===== src/lpam_pkg.sv =====
// Shared types and constants for the largest-prime-at-most search block.
// Used by the controller, the datapath and the top level; no dependencies.
package lpam_pkg;

	localparam int unsigned OUT_WIDTH = 32;
	localparam int unsigned FIRST_DIV = 3;
	localparam int unsigned DIV_STEP  = 2;
	localparam int unsigned CAND_STEP = 2;
	localparam int unsigned SMALL_MAX = 2;

	typedef enum logic [2:0] {
		ST_IDLE,
		ST_CHECK,
		ST_TEST,
		ST_DIV,
		ST_EVAL,
		ST_FINISH
	} state_t;

	typedef struct packed {
		logic load_bound;
		logic start_scan;
		logic start_div;
		logic div_step;
		logic next_cand;
		logic next_div;
		logic load_out;
	} cmd_t;

	typedef struct packed {
		logic cand_small;
		logic sq_over;
		logic rem_zero;
		logic div_last;
		logic out_free;
	} status_t;

endpackage


===== src/lpam_rem.sv =====
// Bit-serial restoring remainder unit: one dividend bit per cycle while step is high.
// Depends on nothing outside this file.
module lpam_rem #(
	parameter int unsigned VALUE_WIDTH = 32,
	parameter int unsigned DIV_WIDTH   = 18
) (
	input  logic                   clk,
	input  logic                   arst_n,
	input  logic                   start,
	input  logic                   step,
	input  logic [VALUE_WIDTH-1:0] dividend,
	input  logic [DIV_WIDTH-1:0]   divisor,
	output logic [DIV_WIDTH-1:0]   rem,
	output logic                   last
);

	localparam int unsigned CW = $clog2(VALUE_WIDTH);

	logic [VALUE_WIDTH-1:0] shift_q;
	logic [DIV_WIDTH-1:0]   rem_q;
	logic [CW-1:0]          cnt_q;
	logic [DIV_WIDTH:0]     trial;
	logic [DIV_WIDTH:0]     diff;

	assign trial = {rem_q, shift_q[VALUE_WIDTH-1]};
	assign diff  = trial - {1'b0, divisor};
	assign last  = (cnt_q == CW'(VALUE_WIDTH - 1));
	assign rem   = rem_q;

	always_ff @(posedge clk or negedge arst_n) begin
		if (!arst_n) begin
			cnt_q <= '0;
		end else if (start) begin
			cnt_q <= '0;
		end else if (step) begin
			cnt_q <= cnt_q + CW'(1);
		end
	end

	always_ff @(posedge clk) begin
		if (start) begin
			shift_q <= dividend;
			rem_q   <= '0;
		end else if (step) begin
			shift_q <= {shift_q[VALUE_WIDTH-2:0], 1'b0};
			if (trial >= {1'b0, divisor}) begin
				rem_q <= diff[DIV_WIDTH-1:0];
			end else begin
				rem_q <= trial[DIV_WIDTH-1:0];
			end
		end
	end

endmodule


===== src/lpam_datapath.sv =====
// Datapath: candidate, trial divisor and its square, remainder unit, result register.
// Depends on lpam_pkg and lpam_rem.
module lpam_datapath #(
	parameter int unsigned VALUE_WIDTH = 32
) (
	input  logic                                clk,
	input  logic                                arst_n,
	input  lpam_pkg::cmd_t                      cmd,
	output lpam_pkg::status_t                   status,
	input  logic [VALUE_WIDTH-1:0]              upper_bound,
	output logic                                prime_valid,
	input  logic                                prime_stall,
	output logic [lpam_pkg::OUT_WIDTH-1:0]      prime_found
);

	localparam int unsigned DW = (VALUE_WIDTH + 1) / 2 + 2;
	localparam int unsigned SW = VALUE_WIDTH + 2;

	logic [VALUE_WIDTH-1:0]         cand_q;
	logic [DW-1:0]                  div_q;
	logic [SW-1:0]                  sq_q;
	logic [lpam_pkg::OUT_WIDTH-1:0] prime_q;
	logic                           out_valid_q;
	logic [DW-1:0]                  rem;
	logic                           rem_last;

	lpam_rem #(
		.VALUE_WIDTH(VALUE_WIDTH),
		.DIV_WIDTH  (DW)
	) u_rem (
		.clk     (clk),
		.arst_n  (arst_n),
		.start   (cmd.start_div),
		.step    (cmd.div_step),
		.dividend(cand_q),
		.divisor (div_q),
		.rem     (rem),
		.last    (rem_last)
	);

	always_ff @(posedge clk) begin
		if (cmd.load_bound) begin
			cand_q <= upper_bound[0] ? upper_bound : upper_bound - VALUE_WIDTH'(1);
		end else if (cmd.next_cand) begin
			cand_q <= cand_q - VALUE_WIDTH'(lpam_pkg::CAND_STEP);
		end
	end

	always_ff @(posedge clk) begin
		if (cmd.start_scan) begin
			div_q <= DW'(lpam_pkg::FIRST_DIV);
			sq_q  <= SW'(lpam_pkg::FIRST_DIV * lpam_pkg::FIRST_DIV);
		end else if (cmd.next_div) begin
			div_q <= div_q + DW'(lpam_pkg::DIV_STEP);
			sq_q  <= sq_q + SW'({div_q, 2'b00}) + SW'(4);
		end
	end

	always_ff @(posedge clk) begin
		if (cmd.load_out) begin
			prime_q <= lpam_pkg::OUT_WIDTH'(cand_q);
		end
	end

	always_ff @(posedge clk or negedge arst_n) begin
		if (!arst_n) begin
			out_valid_q <= 1'b0;
		end else if (cmd.load_out) begin
			out_valid_q <= 1'b1;
		end else if (!prime_stall) begin
			out_valid_q <= 1'b0;
		end
	end

	always_comb begin
		status.cand_small = (cand_q <= VALUE_WIDTH'(lpam_pkg::SMALL_MAX));
		status.sq_over    = (sq_q > SW'(cand_q));
		status.rem_zero   = (rem == '0);
		status.div_last   = rem_last;
		status.out_free   = !out_valid_q || !prime_stall;
	end

	assign prime_valid = out_valid_q;
	assign prime_found = prime_q;

endmodule


===== src/lpam_ctrl.sv =====
// Controller state machine sequencing candidates and trial divisors.
// Depends on lpam_pkg; drives the datapath through cmd_t, reads status_t.
module lpam_ctrl (
	input  logic                clk,
	input  logic                arst_n,
	input  logic                bound_valid,
	output logic                bound_stall,
	input  lpam_pkg::status_t   status,
	output lpam_pkg::cmd_t      cmd
);

	lpam_pkg::state_t state_q;
	lpam_pkg::state_t state_d;

	always_ff @(posedge clk or negedge arst_n) begin
		if (!arst_n) begin
			state_q <= lpam_pkg::ST_IDLE;
		end else begin
			state_q <= state_d;
		end
	end

	always_comb begin
		state_d = state_q;
		unique case (state_q)
			lpam_pkg::ST_IDLE: begin
				if (bound_valid) state_d = lpam_pkg::ST_CHECK;
			end
			lpam_pkg::ST_CHECK: begin
				state_d = status.cand_small ? lpam_pkg::ST_FINISH : lpam_pkg::ST_TEST;
			end
			lpam_pkg::ST_TEST: begin
				state_d = status.sq_over ? lpam_pkg::ST_FINISH : lpam_pkg::ST_DIV;
			end
			lpam_pkg::ST_DIV: begin
				if (status.div_last) state_d = lpam_pkg::ST_EVAL;
			end
			lpam_pkg::ST_EVAL: begin
				state_d = status.rem_zero ? lpam_pkg::ST_CHECK : lpam_pkg::ST_TEST;
			end
			lpam_pkg::ST_FINISH: begin
				if (status.out_free) state_d = lpam_pkg::ST_IDLE;
			end
			default: state_d = lpam_pkg::ST_IDLE;
		endcase
	end

	always_comb begin
		cmd         = '0;
		bound_stall = 1'b1;
		unique case (state_q)
			lpam_pkg::ST_IDLE: begin
				bound_stall    = 1'b0;
				cmd.load_bound = bound_valid;
			end
			lpam_pkg::ST_CHECK: begin
				cmd.start_scan = !status.cand_small;
			end
			lpam_pkg::ST_TEST: begin
				cmd.start_div = !status.sq_over;
			end
			lpam_pkg::ST_DIV: begin
				cmd.div_step = 1'b1;
			end
			lpam_pkg::ST_EVAL: begin
				cmd.next_cand = status.rem_zero;
				cmd.next_div  = !status.rem_zero;
			end
			lpam_pkg::ST_FINISH: begin
				cmd.load_out = status.out_free;
			end
			default: begin
				bound_stall = 1'b1;
			end
		endcase
	end

endmodule


===== src/largest_prime_at_most.sv =====
// Largest odd number at or below a bound with no odd divisor up to its square root.
// An even bound first drops by one (0 wraps to all ones); bounds 1 and 2 give 1.
// One beat in gives one beat out. A search tries candidates downward by two; each
// trial divisor is tested by the bit-serial remainder unit, which retires one
// dividend bit per cycle, and divisors run upward from 3 in steps of two up to the
// candidate's square root. One search runs at a time; the next bound is taken as
// soon as the finished result sits in the output register, even while that result
// is still stalled.
// Depends on lpam_pkg, lpam_ctrl, lpam_datapath and lpam_rem.
module largest_prime_at_most #(
	parameter int unsigned VALUE_WIDTH = 32
) (
	input  logic                              clk,
	input  logic                              arst_n,
	input  logic                              bound_valid,
	output logic                              bound_stall,
	input  logic [31:0]                       upper_bound,
	output logic                              prime_valid,
	input  logic                              prime_stall,
	output logic [lpam_pkg::OUT_WIDTH-1:0]    prime_found
);

	lpam_pkg::cmd_t    cmd;
	lpam_pkg::status_t status;

	lpam_ctrl u_ctrl (
		.clk        (clk),
		.arst_n     (arst_n),
		.bound_valid(bound_valid),
		.bound_stall(bound_stall),
		.status     (status),
		.cmd        (cmd)
	);

	lpam_datapath #(
		.VALUE_WIDTH(VALUE_WIDTH)
	) u_datapath (
		.clk        (clk),
		.arst_n     (arst_n),
		.cmd        (cmd),
		.status     (status),
		.upper_bound(upper_bound[VALUE_WIDTH-1:0]),
		.prime_valid(prime_valid),
		.prime_stall(prime_stall),
		.prime_found(prime_found)
	);

	a_cmd_exclusive: assert property (@(posedge clk) disable iff (!arst_n)
		$onehot0({cmd.load_bound, cmd.start_div, cmd.div_step, cmd.next_cand,
			cmd.next_div, cmd.load_out}))
		else $error("controller issued conflicting commands");

	a_busy_after_accept: assert property (@(posedge clk) disable iff (!arst_n)
		(bound_valid && !bound_stall) |=> bound_stall)
		else $error("bound taken while a search was starting");

	a_result_shown: assert property (@(posedge clk) disable iff (!arst_n)
		cmd.load_out |=> prime_valid)
		else $error("loaded result not presented");

	a_no_overwrite: assert property (@(posedge clk) disable iff (!arst_n)
		(prime_valid && prime_stall) |-> !cmd.load_out)
		else $error("pending result overwritten");

endmodule


===== config.mk =====
export PLATFORM = sky130hd
export DESIGN_NAME = largest_prime_at_most
export DESIGN_NICKNAME = d
export VERILOG_FILES = /design/src/lpam_pkg.sv /design/src/lpam_rem.sv /design/src/lpam_datapath.sv /design/src/lpam_ctrl.sv /design/src/largest_prime_at_most.sv
export SDC_FILE = /design/constraint.sdc
export NUM_CORES = 1
export LEC_CHECK = 0
export ABC_CLOCK_PERIOD_IN_PS = 3180
export BUFFER_PORTS_ARGS = -buffer_cell sky130_fd_sc_hd__buf_2
export CELL_PAD_IN_SITES_DETAIL_PLACEMENT = 0
export CELL_PAD_IN_SITES_GLOBAL_PLACEMENT = 1
export CORE_MARGIN = 5
export CORE_UTILIZATION = 44
export CTS_BUF_LIST = sky130_fd_sc_hd__clkbuf_16
export DETAILED_ROUTE_END_ITERATION = 8
export GPL_TIMING_DRIVEN = 1
export MAX_ROUTING_LAYER = met4
export PLACE_DENSITY = 0.84
export SYNTH_ARGS = -nofsm -noshare
export SYNTH_HDL_FRONTEND = slang
export SYNTH_HIERARCHICAL = 1
export SYNTH_SLANG_ARGS = --single-unit
export TNS_END_PERCENT = 20

===== constraint.sdc =====
create_clock -name clk -period 3.18 [get_ports clk]
set_input_delay 0 -clock clk [delete_from_list [all_inputs] [get_ports clk]]
set_output_delay 0 -clock clk [all_outputs]
set_load 0.05 [all_outputs]

==> results.ini <==
[status]
status=complete, but fails checks
violations=setup timing

[global_routing]
grt_pass1_wl_mm=47.18
track_usage_pct=21.04
grt_max_degree=56
grt_overflow_total=0
antenna_found_initial=0
grt_pass1_vias=8940

[cts]
h-tree-depth=4
root_buffer=clkbuf_16
cts_tree=yes
cts_sinks=171
clkSlewWorstSetupHoldPaths_ns=0.07
clk_path_buf_depth=2
numCtsBuffers=17
clk_latency_ns=0.43

[yosys]
synthCells=1145
netlist_top_cells_area=edfxtp_1, dfxtp_1, ha_1, xnor2_1, nor2_1
synthArstFlopShare_pct=5.263
avgSynthCellArea_um2=9.695
synth_top_cell_by_area=edfxtp_1
ys_seq_area_share_pct=39.90
synth.distinct_cells=86
ys_ff_latch=171
syn-num-nets=1269
yosys_warnings=6
synthesis.area_um2=11100
synth_edf_count=96
ys.flop_type=edfxtp_1
yosysTopAreaCellShare_pct=25.97

[drt]
routedWlPerCell_um=17.88
drc_errors=0
drt-vias-per-instance=5.596
first_iter_violations=702
ant_nets=0
first_pass_iters=9
wl_mm=29.14
num_vias=9121

[timing]
setup_viol=16
slew_viol_final=0
finalCritPeriodShare_pct=101.7
setup_ws_ns=-0.05305
rsz0062_at_grt=yes
max_slew_margin_pct=59.17
final_hold_viol_count=0
finalClockSkew_ns=0.01312
fin_crit_ns=3.233
max_freq_ghz=0.3093
holdWs_ns=0.02143
worst_slew_pin_slew_ns=0.6069

[floorplanning]
start_util_pct=44.34
die_area_um2=28510
core_um2=25040
dieHeight_um=168.8
die_w_um=168.8
io_pins=70
core.rowCount=58

[power]
power_density_nw_per_um2=780.6
p_leak_nw=5.520
peakVddDrop_uv=428.1

[worst_setup_path]
worst_setup_path_start_kind=flop
timing.reg2reg.worst_path_depth=15
path_cells=inv_2 > ha_4 > a21oi_2 > o21ai_1 > nor4b_2 > a21oi_2 > a2111oi_4 > buf_4 > a21oi_4 > nor4b_4 > buf_6 > buf_6 > buf_12 > buf_16 > mux2_4
worst_path_largest_cell_delay_ns=0.40
crit_arrival_ns=3.41
reg2reg_from=u_datapath/cand_q[27]
r2r-end=u_datapath/u_rem/shift_q[24]
critPathSlowestCell=edfxtp_1
worstSetupPathType=flop to flop
critPathMaxFanout=8
end_kind=flop
rrSetupSlack_ns=-0.05
worstPathRequired_ns=3.36
critPathLaunch=u_datapath/cand_q[27]
cp-endpoint=u_datapath/u_rem/shift_q[24]

[layout]
diodes=0
drive_above_1_share_pct=21.92
finalInstanceArea_um2=13560
fin_nets=1411
syn2layout_area_growth_pct=22.19

[place]
place_hpwl_mm=20.77
place_ws_ns=-0.2230
portBuffers=69
placed_area_um2=12220
gp_congestion=0.8804

[flow_run]
max-cap-violations=0

[hold_path]
hp-class=input port to flop

==> critical path: cells and delay by family, from the launching register on <==
family | cells | cell delay [ns]
buffers and inverters | 6 | 0.79
multiplexers | 1 | 0.30
AND/OR/NAND/NOR | 2 | 0.57
AO/OA/AOI/OAI | 5 | 0.71
adder cells (fa/ha/maj) | 1 | 0.20
flip-flops | 1 | 0.40
==> worst min-delay path by stage <==
stage	startpoint	end	cells after the start
after floorplan	arst_n	u_ctrl/state_q[0]	0
after global placement	arst_n	u_datapath/prime_valid	1
after detailed placement	arst_n	u_datapath/prime_valid	1
after CTS	upper_bound[10]	u_datapath/cand_q[10]	3
after global routing	upper_bound[11]	u_datapath/cand_q[11]	3
final	upper_bound[11]	u_datapath/cand_q[11]	3
==> what timing repair did <==
action                                  in CTS  in global routing
cloned                                       4                  0
endpoints found under the setup margin      83                 82
pin swaps                                    9                 11
hold buffers                                16                  0
hold endpoints to repair                    23                  0
setup buffers                               12                  8
gates resized for setup                     36                 59
==> registers in the layout, summed over array words and instances, names as in the netlist <==
name / flops
u_ctrl/state_q: 3
u_datapath/cand_q: 32
u_datapath/div_q: 17
u_datapath/prime_found: 32
u_datapath/prime_valid: 1
u_datapath/sq_q: 31
u_datapath/u_rem/cnt_q: 5
u_datapath/u_rem/rem: 18
u_datapath/u_rem/shift_q: 32
==> where the power goes <==
group	internal (mW)	switching (mW)	total (mW)	leakage (nW)
sequential	3.07	0.318	3.38	1.54
combinational	2.40	2.68	5.09	3.69
clock	1.17	0.946	2.12	0.286
==> placed cells by master (no fill, tap or decap), types with 10 or more instances in the layout <==
master,n
a21o_1,15
a21oi_1,61
buf_2,69
buf_4,68
clkbuf_16,17
dfxtp_1,66
dlygate4sd3_1,16
edfxtp_1,96
ha_1,78
inv_1,62
inv_2,11
mux2_4,32
mux2i_1,38
nand2_1,77
nand2b_1,13
nand3_1,26
nand4_1,24
nor2_1,99
nor2b_1,10
nor3_1,24
nor4_1,20
o21ai_0,41
or3_1,21
xnor2_1,67
xor2_1,32
==> synth_stat cells (24+ instances only) <==
cell type	number
edfxtp_1	96
dfxtp_1	66
nand3_1	26
inv_1	72
xor2_1	32
nand4_1	24
o21ai_0	48
ha_1	86
nand2_1	78
nor2_1	102
mux2_2	34
mux2i_1	38
clkbuf_1	33
nor3_1	25
a21oi_1	65
xnor2_1	67
==> through the flow <==
step	power [mW]	setup TNS [ns]	utilization [%]	cells
floorplan	6.462	0	-	1145
CTS	10.40	-0.2224	53.29	1624
finish	10.59	-0.6315	54.18	1630
global route	11.19	-8.375	54.18	1630
global placement	7.631	-12.75	48.82	1560
detailed placement	7.708	-14.39	48.82	1560
==> kinds of logic after synthesis <==
family,share of synthesized area (%)
adder cells (fa/ha/maj),10.05
XOR/XNOR,7.811
AO/OA/AOI/OAI,12.25
AND/OR/NAND/NOR,18.59
buffers and inverters,4.351
multiplexers,7.011
flip-flops,39.90
other,0.03378
==> layer usage <==
metal	global-route usage [%]	wire, µm	up-vias
li1	-	-	4472
met1	29.22	13790	4352
met2	32.47	13600	259
met3	3.153	1341	38
met5	-	0	-
met4	5.434	410	0
==> final cells by class <==
type / instances / area, µm²
repair buffers: 170 / 1321
clock inverters: 15 / 162.7
clock buffers: 17 / 425.4
inverters: 72 / 274.0
flip-flops and latches: 171 / 4429
multi-input cells: 855 / 6539
well taps: 330 / 412.9
fillers: 2178 / 11470
Power figures use the tool's default switching activity.
